**src/hdl/sfc_pkg.sv**
```systemverilog
// Shared types and constants of the sphere frustum cull unit.
package sfc_pkg;

   // Planes per frustum and the fixed widths of the stream fields.
   localparam int PLANES       = 6;
   localparam int COEF_W       = 32;
   localparam int RADIUS_W     = 31;
   localparam int SLOT_W       = 3;
   localparam int ACTION_W     = 2;
   localparam int MASK_W       = 8;
   localparam int REQ_DATA_W   = 264;

   // Bit positions of the request fields inside req_tdata.
   localparam int FRUSTUM_LSB  = 0;
   localparam int PLANE_LSB    = 3;
   localparam int COEF_A_LSB   = 6;
   localparam int COEF_B_LSB   = 38;
   localparam int COEF_C_LSB   = 70;
   localparam int COEF_D_LSB   = 102;
   localparam int POINT_X_LSB  = 134;
   localparam int POINT_Y_LSB  = 166;
   localparam int POINT_Z_LSB  = 198;
   localparam int RADIUS_LSB   = 230;

   // Request kinds carried in req_tuser.
   typedef enum logic [ACTION_W-1:0] {
      ACT_CLEAR = 2'd0,
      ACT_LOAD  = 2'd1,
      ACT_TEST  = 2'd2,
      ACT_NONE  = 2'd3
   } action_type;

   // Controller states.
   typedef enum logic [1:0] {
      ST_IDLE  = 2'd0,
      ST_SWEEP = 2'd1,
      ST_DRAIN = 2'd2,
      ST_REPLY = 2'd3
   } state_type;

   // One stored plane, a in the lowest bits.
   typedef struct packed {
      logic signed [COEF_W-1:0] d;
      logic signed [COEF_W-1:0] c;
      logic signed [COEF_W-1:0] b;
      logic signed [COEF_W-1:0] a;
   } plane_type;

   // Commands from the controller to the datapath.
   typedef struct packed {
      logic wr_en;    // write the request's plane into the store
      logic capture;  // latch the test point and reset the pass flags
      logic rd_en;    // read one plane and send it down the pipeline
      logic rd_last;  // the plane read now is the last one of the sweep
      logic publish;  // load the result mask into the output register
   } dp_cmd_type;

   // Status from the datapath to the controller.
   typedef struct packed {
      logic done;     // the last plane distance has been evaluated
   } dp_status_type;

endpackage

```
**src/hdl/sfc_controller.sv**
```systemverilog
// Sequencer of the sphere frustum cull unit: request decode, sweep and result handoff.
module sfc_controller
   import sfc_pkg::*;
#(
   parameter int FRUSTUMS = 8,
   parameter int ADDR_W   = 6
) (
   input  logic                  clock,
   input  logic                  reset,
   input  logic                  req_tvalid,
   output logic                  req_tready,
   input  logic [ACTION_W-1:0]   action,
   input  logic [SLOT_W-1:0]     frustum_slot,
   input  logic [SLOT_W-1:0]     plane_slot,
   output logic                  rsp_tvalid,
   input  logic                  rsp_tready,
   output dp_cmd_type            cmd,
   input  dp_status_type         status,
   output logic [ADDR_W-1:0]     wr_addr,
   output logic [ADDR_W-1:0]     rd_addr,
   output logic [FRUSTUMS-1:0]   rd_sel,
   output logic [FRUSTUMS-1:0]   valid_mask
);

   localparam int          DEPTH         = FRUSTUMS * PLANES;
   localparam logic [3:0]  FrustumCount  = 4'(FRUSTUMS);
   localparam logic [2:0]  LastPlane     = 3'(PLANES - 1);

   state_type           state_ff, state_in;
   logic [ADDR_W-1:0]   addr_ff, addr_in;
   logic [2:0]          plane_ff, plane_in;
   logic [FRUSTUMS-1:0] sel_ff, sel_in;
   logic [FRUSTUMS-1:0] valid_ff, valid_in;
   logic                rsp_tvalid_ff, rsp_tvalid_in;

   logic                accept;
   logic                load_ok;
   logic [5:0]          load_addr;
   logic                sweep_last;
   action_type          act;

   // Load address and range check.
   always_comb begin
      act       = action_type'(action);
      load_ok   = ({1'b0, frustum_slot} < FrustumCount) && (plane_slot <= LastPlane);
      load_addr = 6'(frustum_slot) * 6'(PLANES) + 6'(plane_slot);
      wr_addr   = load_addr[ADDR_W-1:0];
   end

   // State register and counters.
   always_ff @(posedge clock) begin
      if (reset) begin
         state_ff      <= ST_IDLE;
         valid_ff      <= '0;
         rsp_tvalid_ff <= 1'b0;
      end else begin
         state_ff      <= state_in;
         valid_ff      <= valid_in;
         rsp_tvalid_ff <= rsp_tvalid_in;
      end
   end

   always_ff @(posedge clock) begin
      addr_ff  <= addr_in;
      plane_ff <= plane_in;
      sel_ff   <= sel_in;
   end

   // Next state and commands.
   always_comb begin
      state_in      = state_ff;
      addr_in       = addr_ff;
      plane_in      = plane_ff;
      sel_in        = sel_ff;
      valid_in      = valid_ff;
      rsp_tvalid_in = rsp_tvalid_ff && !rsp_tready;
      cmd           = '0;
      req_tready    = 1'b0;
      accept        = 1'b0;
      sweep_last    = (addr_ff == ADDR_W'(DEPTH - 1));

      unique case (state_ff)
         ST_IDLE: begin
            req_tready = 1'b1;
            accept     = req_tvalid;
            if (accept) begin
               unique case (act)
                  ACT_CLEAR: begin
                     valid_in = '0;
                  end
                  ACT_LOAD: begin
                     if (load_ok) begin
                        cmd.wr_en = 1'b1;
                        if (plane_slot == LastPlane) begin
                           for (int i = 0; i < FRUSTUMS; i++) begin
                              if (frustum_slot == SLOT_W'(i)) begin
                                 valid_in[i] = 1'b1;
                              end
                           end
                        end
                     end
                  end
                  ACT_TEST: begin
                     cmd.capture = 1'b1;
                     addr_in     = '0;
                     plane_in    = '0;
                     sel_in      = FRUSTUMS'(1);
                     state_in    = ST_SWEEP;
                  end
                  default: begin
                  end
               endcase
            end
         end
         ST_SWEEP: begin
            // One plane per cycle, frustum by frustum.
            cmd.rd_en   = 1'b1;
            cmd.rd_last = sweep_last;
            addr_in     = addr_ff + ADDR_W'(1);
            if (plane_ff == LastPlane) begin
               plane_in = '0;
               sel_in   = sel_ff << 1;
            end else begin
               plane_in = plane_ff + 3'd1;
            end
            if (sweep_last) begin
               state_in = ST_DRAIN;
            end
         end
         ST_DRAIN: begin
            if (status.done) begin
               state_in = ST_REPLY;
            end
         end
         ST_REPLY: begin
            // Wait for the output register to be free.
            if (!rsp_tvalid_ff || rsp_tready) begin
               cmd.publish   = 1'b1;
               rsp_tvalid_in = 1'b1;
               state_in      = ST_IDLE;
            end
         end
         default: begin
            state_in = ST_IDLE;
         end
      endcase
   end

   assign rd_addr    = addr_ff;
   assign rd_sel     = sel_ff;
   assign valid_mask = valid_ff;
   assign rsp_tvalid = rsp_tvalid_ff;

   // The pipeline finishes only after the sweep has been issued.
   assert property (@(posedge clock) disable iff (reset)
      status.done |-> state_ff == ST_DRAIN)
      else $error("sweep result arrived outside the drain phase");

   // A new result appears only from the handoff state.
   assert property (@(posedge clock) disable iff (reset)
      $rose(rsp_tvalid_ff) |-> $past(state_ff) == ST_REPLY)
      else $error("result raised without a finished sweep");

   // Frustum valid bits change only by a clear or load taken while idle.
   assert property (@(posedge clock) disable iff (reset)
      !$stable(valid_ff) |-> $past(state_ff) == ST_IDLE && $past(accept))
      else $error("frustum valid bits changed outside a request transfer");

   // Exactly one frustum is selected throughout the sweep.
   assert property (@(posedge clock) disable iff (reset)
      state_ff == ST_SWEEP |-> $onehot(sel_ff))
      else $error("frustum select lost its single bit during the sweep");

endmodule

```
**config.mk**
```make
export PLATFORM = sky130hd
export DESIGN_NAME = sfc_controller
export DESIGN_NICKNAME = d
export VERILOG_FILES = /design/src/hdl/sfc_pkg.sv /design/src/hdl/sfc_controller.sv
export SDC_FILE = /design/constraint.sdc
export NUM_CORES = 1
export LEC_CHECK = 0
export BUFFER_PORTS_ARGS = -buffer_cell sky130_fd_sc_hd__buf_2
export CORE_MARGIN = 2
export CORE_UTILIZATION = 45
export CTS_CLUSTER_DIAMETER = 200
export DETAILED_ROUTE_END_ITERATION = 8
export HOLD_SLACK_MARGIN = 0.1
export PLACE_DENSITY_LB_ADDON = 0.2
export SYNTH_ARGS = -nofsm -noshare
export SYNTH_HDL_FRONTEND = slang
export SYNTH_SLANG_ARGS = --single-unit
```
**constraint.sdc**
```tcl
create_clock -name clock -period 2.45 [get_ports clock]
set_input_delay 0.3675 -clock clock [delete_from_list [all_inputs] [get_ports clock]]
set_output_delay 0.3675 -clock clock [all_outputs]
set_load 0.03 [all_outputs]
```
After elaboration in Yosys (flattened, before gate mapping)
Index checks and enable logic that the tools add are counted.
W data, S select, Z words.
- $add $sub $neg: 3
- eq/ne operators: 31
- multipliers: 1
- $lt $le $gt $ge: 1
- multiplexer cells: 39
- reductions and logical operators: 20
- operators by type and width (kind ; count):
    $reduce_and A6 Y1 ; 8
    $mux W8 ; 5
    $pmux W8 S2 ; 2
    $ne A2 B2 Y1 const B ; 15
    $eq A3 B3 Y1 const B ; 6
    $mux W1 ; 16
    $mux W2 ; 8
    $mux W6 ; 2
    $pmux W6 S2 ; 1
    $mux W3 ; 3
    $pmux W2 S4 ; 1
    $add A6 B1 Y6 const B ; 1
    $add A6 B3 Y6 ; 1
    $eq A2 B2 Y1 const B ; 3
    $eq A3 B2 Y1 const B ; 2
    $eq A6 B6 Y1 const B ; 1
    $pmux W3 S2 ; 1
    $mul A3 B2 Y5 const B ; 1
    $reduce_and A5 Y1 ; 1
    $eq A2 B1 Y1 const B ; 2
    $logic_not A2 Y1 ; 2
    $reduce_and A4 Y1 ; 1
    $reduce_bool A2 Y1 ; 2
    $add A3 B1 Y3 const B ; 1
    8 further kinds ; 9
- logic and storage cells: 108
- bits of input ports: 13
- output and inout bits: 35
- bits in registers: 28

Depth between registers and ports, before layout
Gate-level depths: netlist (run 1).
- word-level depth: 5
- gate-level depth with buffers: 7
- mapped depth without buffers: 6

Worst setup path before layout (run 1)
Ideal clock, no wire load.
- path type: register to output
- start point: reg state_ff[0]
- end point: out cmd[4] (netlist name)
- data required time: 2.082 ns
- data arrival time: 2.592 ns
- cell stages (with the launch flop): 5
- buffers on the path: 0
- slack: -0.510 ns
- path through: dfxtp_1 > inv_1 > ha_1 > nand2_1 > a2111oi_0
- RTL lines (what ; RTL line ; text):
    from (decl) ; sfc_controller.sv:29 ; state_type state_ff, state_in;
    from (signal assigned) ; sfc_controller.sv:57 ; state_ff <= state_in;
    to (decl) ; sfc_controller.sv:17 ; output dp_cmd_type cmd,

Final worst setup path (run 1)
- start point: in frustum_slot[1]
- end point: out wr_addr[5]
- longest elaborated chain between the ends: 2
- RTL lines (what ; RTL line ; text):
    from (decl) ; sfc_controller.sv:13 ; input logic [SLOT_W-1:0] frustum_slot,
    $mul A3 B2 Y5 ; sfc_controller.sv:46 ; load_addr = 6'(frustum_slot) * 6'(PLANES) + 6'(plane_slot);
    $add A6 B3 Y6 ; sfc_controller.sv:46 ;
    to (decl) ; sfc_controller.sv:19 ; output logic [ADDR_W-1:0] wr_addr,
Every way passes these cells.

==> run summary, run 1 <==
Die Width -> 62.3 um
H-tree Lvls -> 1
Max clock buf depth -> 2
WP data arrival -> 1890 ps
Tot GR Track Use -> 15.3%
FMAX -> 443 MHz
Startpoint Class -> input pin
share of cells above drive strength 1 -> 28.6%
switching share of power -> 39.6%
hold_ws -> 269 ps
slew margin rel. -> 44.7%
maximum VDD drop -> 0.292 mV
CP max-delay cell -> fa_1
area grow syn2layout -> 23.5%
most common cell after layout, fill and taps aside -> buf_2
register area share after synthesis -> 47.8%
pwr dens -> 843 mW/mm2
max-slew violations -> 0
Total Power -> 0.00159 W
Combinational Power Share -> 41.2%
WP data required -> 2080 ps
Clock Power Share -> 16.1%
Clk Latency, worst-skew pair -> 320 ps
largest net degree at the start of global routing -> 17
met2 global-route usage -> 28.9%
met1 usage -> 18.0%
vias per inst -> 4.78
cell area after synthesis -> 0.00153 mm2
HP Class -> in2reg
Clock Skews -> 0.946 ps
Final setup viols -> 0
critical path endpoint category -> output port
sequential share of power -> 42.8%
IO buf count -> 47
most frequent cells in the layout -> buf_2, edfxtp_1, ha_1, inv_1, nor2_1
die area -> 0.00388 mm2
Core Region -> 0.00331 mm2
Routed WL -> 2840 um
Final #Nets -> 231
gpl congestion -> 0.837
post-DR wirelength/cell -> 11.6 um
GR Util met3 -> 2.17%
Placement Rows -> 21
Cell Area, Placed -> 0.00184 mm2
design area -> 0.00189 mm2
Vias -> 1,172
CTS Sinks -> 28
DRT iter0 DRCs -> 23
Hold Buf Count CTS -> 0
Sw Pwr -> 0.000630 W
number of global-route vias before repair -> 1,154
postcts setup bufs -> 0
Die Height -> 62.3 um
TritonCTS Buffers -> 3
RSZ-0062 raised after global routing -> no
Least-Margin Pin Slew -> 828 ps
slowest stage delay, CP -> 410 ps
kind of critical path -> in2out
maxcap violations -> 0
hold-critical path depth -> 2
# diodes -> 0
Initial DRT Pass Iterations -> 4
CTS tree -> done
antenna violations before repair -> 0
Period minus WS final -> 2260 ps
Final Hold Viols -> 0
Mapped Cells -> 148
global-route wire length before repair -> 4860 um
status -> completed
fin crit share -> 92.1%
DP Wirelength -> 2230 um
CP cell instances -> buf_2, inv_1, ha_1, inv_1, fa_1, nand2b_1, xnor2_1, buf_2
busiest layer in global routing -> met2
post-synthesis register bit count -> 28
Worst-path clk slew -> 150 ps
GRT overflow -> 0
post-CTS sizing -> 0
Syn Area/Cell -> 10.3 um2
reg2reg path depth -> 5
DR DRC count -> 0
I/O pin cnt -> 48
Starting Density -> 46.2%
Detail Route Antenna Nets -> 0
CTS root buf -> clkbuf_4
Pleak -> 0.855 nW
CP Max Fanout -> 4
Yosys cell types -> 31
Mapped Nets -> 179
Pint -> 0.000962 W
synth warn -> 0
final timing paths:
check	from	endpoint	slack (ps)
worst min-delay path	reset	rsp_tvalid$_SDFF_PP0_	270
worst max register to register	state_ff[0]$_SDFFE_PP0P_	plane_ff[2]$_SDFFCE_PP0P_	450
worst max-delay path	frustum_slot[1]	wr_addr[5]	190
worst min register to register	valid_mask[4]$_SDFFE_PP0P_	valid_mask[4]$_SDFFE_PP0P_	460
sequential cells by signal, indices dropped and copies added, names as in the netlist:
register,flops
rd_sel,8
valid_mask,8
rd_addr,6
plane_ff,3
state_ff,2
rsp_tvalid,1
logic make-up after synthesis:
| kind of cell | count (synthesis) | synth area share, % |
|---|---|---|
| AO/OA/AOI/OAI | 20 | 8.50 |
| XOR/XNOR | 8 | 4.58 |
| adder cells (fa/ha/maj) | 18 | 15.7 |
| buffers and inverters | 19 | 4.91 |
| flip-flops | 28 | 47.8 |
| AND/OR/NAND/NOR | 55 | 18.6 |
through the flow:
stage	worst slack (ps)	TNS, ps	std cells	util (%)
after global placement	253	0	241	55.6
after floorplan	-139	-1370	148	-
after detailed placement	201	0	241	55.6
after CTS	183	0	245	57.1
final	195	0	245	57.1
after global routing	54.0	0	245	57.1
Yosys cell counts (all sizes together):
library cell,instances,area [um2]
nand2,12,45.0
nor2,14,52.6
or4,1,7.51
nor3,1,5.00
o31ai,2,15.0
clkbuf,3,11.3
nand3,4,20.0
xnor2,4,35.0
nand3b,2,15.0
edfxtp,17,510
dfxtp,11,220
xor2,4,35.0
a221o,1,10.0
ha,16,200
fa,2,40.0
and2,8,50.1
inv,15,56.3
a21oi,9,45.0
o21bai,1,7.51
nor4,1,6.26
nor2b,7,43.8
or4b,1,10.0
buf,1,7.51
and3b,1,8.76
o31a,1,8.76
nor3b,1,7.51
and3,1,6.26
nand2b,1,6.26
a2111oi,2,23.8
o21ai,4,20.0
worst max-delay path, delay by kind of cell:
kind / cells / cell delay (ps)
xor gates and xnor gates: 1 / 140
and+or+nand+nor: 1 / 170
buffers and inverters: 4 / 480
adders and majority gates: 2 / 720
routing by layer:
layer / share of wire [%] / vias up
li1: - / 605
met1: 45 / 534
met4: 0 / 0
met3: 4.6 / 0
met5: 0 / -
met2: 51 / 33
layout make-up:
class | instances | area [um2]
fillers | 311 | 1420
multi-input cells | 101 | 732
flip-flops and latches | 28 | 731
repair buffers | 51 | 265
well taps | 46 | 57.6
inverters | 15 | 56.3
clock buffers | 4 | 47.5
power groups by stage:
stage | Sequential, W | Combinational, W | Clock, W
detailed placement | 0.000694 | 0.000657 | 0
finish | 0.000681 | 0.000655 | 0.000256
floorplan | 0.000842 | 0.000313 | 0
global placement | 0.000690 | 0.000648 | 0
CTS | 0.000683 | 0.000663 | 0.000266
global route | 0.000699 | 0.000719 | 0.000279
Power figures use the tool's default switching activity.
==> run 2, diff against run 1 <==
--- a/config.mk
+++ b/config.mk
@@ -12,6 +12,7 @@
 export DETAILED_ROUTE_END_ITERATION = 8
 export HOLD_SLACK_MARGIN = 0.1
 export PLACE_DENSITY_LB_ADDON = 0.2
+export REMOVE_ABC_BUFFERS = 1
 export SYNTH_ARGS = -nofsm -noshare
 export SYNTH_HDL_FRONTEND = slang
 export SYNTH_SLANG_ARGS = --single-unit
==> run 2 against run 1 <==
Core utilization decreased by 0.87 points. Maximum frequency decreased by 0.65%. Setup slack got worse by 15 ps. Combinational power about the same. Critical path depth unchanged. Clock skew increased by 8.8 ps. Critical endpoint unchanged. Largest cell class is now registers. Largest power group unchanged. Sequential cell count unchanged. Global-route usage increased by 0.28 points.
==> run summary, run 2 (synthesis gave the netlist of run 1 again) <==
area grow syn2layout -> 21.6%
postcts setup bufs -> 0 (unchanged)
Final Hold Viols -> 0 (unchanged)
Vias -> 1,170 (-0.17%)
number of global-route vias before repair -> 1,094 (-5.2%)
slew margin rel. -> 46.6% (+1.9 points)
H-tree Lvls -> 1 (unchanged)
share of cells above drive strength 1 -> 27.6% (-1.0 points)
Final setup viols -> 0 (unchanged)
max-slew violations -> 0 (unchanged)
Clock Skews -> 9.79 ps (+8.84 ps)
final worst slack -> 180 ps (-14.8 ps)
Tot GR Track Use -> 15.6% (+0.28 points)
WP data arrival -> 1900 ps (about the same)
DRT iter0 DRCs -> 29 (+26%)
largest net degree at the start of global routing -> 16 (-1)
Starting Density -> 46.2% (unchanged)
Hold Buf Count CTS -> 0 (unchanged)
Pint -> 0.000896 W (-6.9%)
sequential share of power -> 44.7% (+1.9 points)
IO buf count -> 47 (unchanged)
maxcap violations -> 0 (unchanged)
critical path endpoint category -> output port
fin crit share -> 92.7% (+0.60 points)
placed cell count -> 241 (unchanged)
Final #Nets -> 231 (unchanged)
# diodes -> 0 (unchanged)
Reg area -> 731 um2 (unchanged)
DP Wirelength -> 2350 um (+5.4%)
pwr dens -> 816 mW/mm2 (-3.2%)
Initial DRT Pass Iterations -> 4 (unchanged)
fin util -> 56.2% (-0.87 points)
Startpoint Class -> input pin
maximum VDD drop -> 0.351 mV (+20%)
Final Non-Filler Cells -> 245 (unchanged)
Die Width -> 62.3 um (unchanged)
most common cell after layout, fill and taps aside -> buf_2
die area -> 0.00388 mm2 (unchanged)
design area -> 0.00186 mm2 (-1.5%)
Worst-path clk slew -> 130 ps (-20 ps)
TritonCTS Buffers -> 3 (unchanged)
CTS Sinks -> 28 (unchanged)
Pleak -> 0.844 nW (-1.3%)
CTS root buf -> clkbuf_4
global-route wire length before repair -> 4880 um (+0.29%)
gpl congestion -> 0.760 (-9.2%)
Cell Area, Placed -> 0.00183 mm2 (-0.41%)
Sw Pwr -> 0.000621 W (-1.3%)
I/O pin cnt -> 48 (unchanged)
Detail Route Antenna Nets -> 0 (unchanged)
antenna violations before repair -> 0 (unchanged)
CTS tree -> done
multi-input logic area -> 724 um2 (-1.0%)
most frequent cells in the layout -> buf_2, edfxtp_1, ha_1, inv_1, nor2_1
CP Max Fanout -> 4 (unchanged)
kind of critical path -> in2out
FMAX -> 440 MHz (-0.65%)
dpl ws -> 152 ps (-49.3 ps)
WP data required -> 2080 ps (about the same)
Clk Latency, worst-skew pair -> 320 ps (about the same)
Routed WL -> 2900 um (+2.3%)
Max clock buf depth -> 2 (unchanged)
Combinational Power Share -> 43.0% (+1.8 points)
Placement Rows -> 21 (unchanged)
switching share of power -> 40.9% (+1.4 points)
DR DRC count -> 0 (unchanged)
Core Region -> 0.00331 mm2 (unchanged)
Least-Margin Pin Slew -> 800 ps (-28.1 ps)
Die Height -> 62.3 um (unchanged)
fillcell total -> 313 (+0.64%)
post-DR wirelength/cell -> 11.8 um (+2.3%)
Clock Power Share -> 12.3% (-3.8 points)
vias per inst -> 4.78 (-0.17%)
post-CTS sizing -> 0 (unchanged)
Period minus WS final -> 2270 ps (+14.8 ps)
HP Class -> in2reg
GRT overflow -> 0 (unchanged)
Total Power -> 0.00152 W (-4.7%)
RSZ-0062 raised after global routing -> no
status -> completed
run 2: changes by cell type in the layout (fill, tap and decap cells not counted), sizes merged:
cell    change
clkinv      +1
clkbuf      -1
run 2: worst paths after layout:
path / from / end / slack (ps) / cells past startpoint
setup / recovery: frustum_slot[1] / wr_addr[5] / 180 / 8
hold / removal: reset / rsp_tvalid$_SDFF_PP0_ / 280 / 2
setup reg to reg: state_ff[0]$_SDFFE_PP0P_ / rd_addr[0]$_SDFFCE_PN0P_ / 460 / 5
hold reg to reg: valid_mask[4]$_SDFFE_PP0P_ / valid_mask[4]$_SDFFE_PP0P_ / 460 / 2
run 2: power by group through the flow:
stage / Clock (W) / Combinational [W] / Sequential, W
after floorplan: 0 / 0.000302 / 0.000842
after global placement: 0 / 0.000647 / 0.000689
after detailed placement: 0 / 0.000657 / 0.000692
after CTS: 0.000193 / 0.000659 / 0.000680
after global routing: 0.000212 / 0.000712 / 0.000692
final: 0.000187 / 0.000652 / 0.000679
run 2: cell type report:
| type | count | area share (%) |
|---|---|---|
| multi-input combinational | 101 | 38.9 |
| inverter | 15 | 3.03 |
| tap | 46 | 3.09 |
| timing repair buffer | 51 | 14.3 |
| sequential | 28 | 39.3 |
| clock inverter | 1 | 0.202 |
| clock buffer | 3 | 1.21 |
run 2: per-layer routing:
layer / track usage [%] / part of all wire (%) / vias up
met3: 2.54 / 5.3 / 2
met4: 5.00 / 0.72 / 0
li1: - / - / 603
met1: 20.6 / 49 / 528
met5: 0 / 0 / -
met2: 26.2 / 45 / 37
run 2: critical path, cell delays in order:
cell and delay [ps]:
buf_2 120, inv_1 100, ha_1 310, inv_1 60, fa_1 420, nand2b_1 180, xnor2_1 130, buf_2 220
run 2: metrics by stage:
stage          hold slack, ps  setup TNS (ps)
3_3_place_gp              436               0
2_1_floorplan             440           -1760
5_1_grt                   258               0
6_report                  279               0
4_1_cts                   264               0
3_5_place_dp              438               0
==> run 3, diff against run 2 <==
--- a/config.mk
+++ b/config.mk
@@ -5,11 +5,13 @@
 export SDC_FILE = /design/constraint.sdc
 export NUM_CORES = 1
 export LEC_CHECK = 0
+export ABC_AREA = 1
 export BUFFER_PORTS_ARGS = -buffer_cell sky130_fd_sc_hd__buf_2
 export CORE_MARGIN = 2
 export CORE_UTILIZATION = 45
 export CTS_CLUSTER_DIAMETER = 200
 export DETAILED_ROUTE_END_ITERATION = 8
+export GPL_ROUTABILITY_DRIVEN = 0
 export HOLD_SLACK_MARGIN = 0.1
 export PLACE_DENSITY_LB_ADDON = 0.2
 export REMOVE_ABC_BUFFERS = 1
==> run 3 against run 2 <==
Register-to-register slack better by 260 ps. Core utilization is 1.4 points higher. Cell count rose by 9.8%. Global-route usage down 0.61 points. Die area increased by 4.8%. Largest cell class unchanged. Largest power group unchanged.
==> run summary, run 3 <==
status -> completed
# diodes -> 0 (unchanged)
switching share of power -> 40.3% (-0.69 points)
cell taking the most area after synthesis -> edfxtp_1
Period minus WS final -> 2210 ps (-61.2 ps)
Combinational Power Share -> 40.9% (-2.1 points)
vias per inst -> 4.65 (-2.7%)
Final Non-Filler Cells -> 269 (+9.8%)
DP Wirelength -> 2180 um (-7.3%)
Simple-Gate Fraction of Synth Area -> 18.2% (-0.36 points)
CTS root buf -> clkbuf_4
Die Width -> 63.8 um (+2.4%)
post-DR wirelength/cell -> 10.4 um (-12%)
area grow syn2layout -> 21.3%
largest family of logic cells by synthesized area -> simple AND/OR/NAND/NOR gates
Yosys cell types -> 24 (-23%)
Routed WL -> 2790 um (-3.9%)
critical path endpoint category -> output port
Vias -> 1,250 (+6.8%)
TritonCTS Buffers -> 3 (unchanged)
Clock Power Share -> 17.5% (+5.2 points)
CTS tree -> done
Pleak -> 0.975 nW (+15%)
Tot GR Track Use -> 15.0% (-0.61 points)
max-slew violations -> 0 (unchanged)
CP max-delay cell -> fa_1
setup total negative slack -> 0 ps (unchanged)
Pint -> 0.000905 W (+0.98%)
postcts setup bufs -> 0 (unchanged)
maximum VDD drop -> 0.315 mV (-10%)
kind of critical path -> in2out
Compound-Gate Fraction of Synth Area -> 7.54% (-0.96 points)
antenna violations before repair -> 0 (unchanged)
Die Height -> 63.8 um (+2.4%)
design area -> 0.00195 mm2 (+4.9%)
Final Hold Viols -> 0 (unchanged)
cell area after synthesis -> 0.00161 mm2 (+5.2%)
CTS Sinks -> 28 (unchanged)
IO buf count -> 47 (unchanged)
Mapped Cells -> 172 (+16%)
HP Class -> in2reg
H-tree Lvls -> 1 (unchanged)
Final #Nets -> 255 (+10%)
die area -> 0.00407 mm2 (+4.8%)
Syn Area/Cell -> 9.35 um2 (-9.5%)
Sw Pwr -> 0.000610 W (-1.9%)
DR DRC count -> 0 (unchanged)
Startpoint Class -> input pin
Synth async-reset ratio -> 0% (unchanged)
Cell Area, Placed -> 0.00190 mm2 (+3.8%)
Clock Skews -> 13.0 ps (+3.18 ps)
RSZ-0062 raised after global routing -> no
WP data required -> 2080 ps (about the same)
Starting Density -> 47.5% (+1.3 points)
count leader, synth -> inv_1
post-synthesis mux area share -> 0% (unchanged)
Clk Latency, worst-skew pair -> 330 ps (about the same)
number of global-route vias before repair -> 1,135 (+3.7%)
Total Power -> 0.00151 W (-0.18%)
adder-cell area share of the yosys netlist -> 14.9% (-0.77 points)
CP Max Fanout -> 4 (unchanged)
Detail Route Antenna Nets -> 0 (unchanged)
synth warn -> 0 (unchanged)
CP cell instances -> buf_2, inv_1, ha_1, inv_1, fa_1, inv_1, nand2_1, xnor2_1, buf_2
Core Region -> 0.00339 mm2 (+2.4%)
Initial DRT Pass Iterations -> 4 (unchanged)
register area share after synthesis -> 45.4% (-2.3 points)
top cells by area, synth -> edfxtp_1, dfxtp_1, ha_1
slew margin rel. -> 80.6% (+34 points)
FMAX -> 453 MHz (+2.8%)
synth cell count leaders -> inv_1, nand2_1, edfxtp_1, ha_1, a21oi_1
CP dominant cell by count -> inv_1
sequential share of power -> 41.6% (-3.1 points)
Post-synth EDFFs -> 17 (unchanged)
Max clock buf depth -> 2 (unchanged)
fin crit share -> 90.2% (-2.5 points)
I/O pin cnt -> 48 (unchanged)
WP data arrival -> 1840 ps (-60 ps)
Final setup viols -> 0 (unchanged)
post-CTS sizing -> 0 (unchanged)
maxcap violations -> 0 (unchanged)
Top FF cell, synth -> edfxtp_1
most common cell after layout, fill and taps aside -> buf_2
pwr dens -> 776 mW/mm2 (-4.9%)
slowest stage delay, CP -> 420 ps (about the same)
DRT iter0 DRCs -> 71 (+140%)
placed cell count -> 265 (+10%)
Placement Rows -> 21 (unchanged)
GRT overflow -> 0 (unchanged)
post-synthesis register bit count -> 28 (unchanged)
largest net degree at the start of global routing -> 17 (+1)
fin util -> 57.6% (+1.4 points)
Worst-path clk slew -> 160 ps (+30 ps)
Hold Buf Count CTS -> 0 (unchanged)
share of the synthesized area in the top cell type -> 31.7% (-1.6 points)
global-route wire length before repair -> 4860 um (-0.43%)
Least-Margin Pin Slew -> 288 ps (-511 ps)
most frequent cells in the layout -> buf_2, inv_1, nand2_1, edfxtp_1, ha_1
share of cells above drive strength 1 -> 29.1% (+1.5 points)
xor/xnor share of the synthesized area -> 3.81% (-0.77 points)
run 3: cell types whose count changed after synthesis, moves of 4 or more:
cell	before	now
o21ai_0	4	0
and2_1	8	0
inv_1	15	37
nor2b_1	7	0
nand4_1	0	8
a21oi_1	9	15
nand2_1	12	20
run 3: cell type report:
cell class	count	area, um2
Inverter	40	150
Timing Repair Buffer	49	250
Fill cell	314	1440
Multi-Input combinational cell	102	716
Tap cell	46	57.6
Clock buffer	4	47.5
Sequential cell	28	731
run 3: path summary, 6_finish.rpt:
path                                     end  cells after the start                  startpoint  slack [ps]
hold / removal         rsp_tvalid$_SDFF_PP0_                      2                       reset         180
hold reg to reg   valid_mask[2]$_SDFFE_PP0P_                      2  valid_mask[2]$_SDFFE_PP0P_         460
setup reg to reg     rd_sel[2]$_SDFFCE_PN0P_                      6    state_ff[1]$_SDFFE_PP0P_         720
setup / recovery                  wr_addr[5]                      9             frustum_slot[1]         240
run 3: critical path, delay by kind of cell:
family | cells | cell delay (ps)
adder cells (fa/ha/maj) | 2 | 730
buffers and inverters | 5 | 560
AND/OR/NAND/NOR | 1 | 60
XOR/XNOR | 1 | 130
run 3: cells by family after synthesis:
kind of cell / count (synthesis)
AO/OA/AOI/OAI: 21
flip-flops: 28
adder cells (fa/ha/maj): 18
XOR/XNOR: 7
AND/OR/NAND/NOR: 56
buffers and inverters: 42
run 3: power by group through the flow:
stage / registers, W / logic [W] / clock network (W)
after floorplan: 0.000715 / 0.000383 / 0
after global placement: 0.000641 / 0.000619 / 0
after detailed placement: 0.000642 / 0.000622 / 0
after CTS: 0.000631 / 0.000626 / 0.000270
after global routing: 0.000640 / 0.000686 / 0.000293
final: 0.000630 / 0.000619 / 0.000266
run 3: per-layer routing:
layer  global-route usage, %  routed length (um)
met5                       0                   0
met3                    1.94                 140
met4                    6.52                  51
met1                    20.0                1330
met2                    24.3                1270
run 3: metrics by stage:
stage | worst slack (ps) | hold slack [ps]
after global placement | 283 | 429
final | 241 | 176
after detailed placement | 251 | 440
after global routing | 109 | 176
after floorplan | 176 | 437
after CTS | 234 | 177
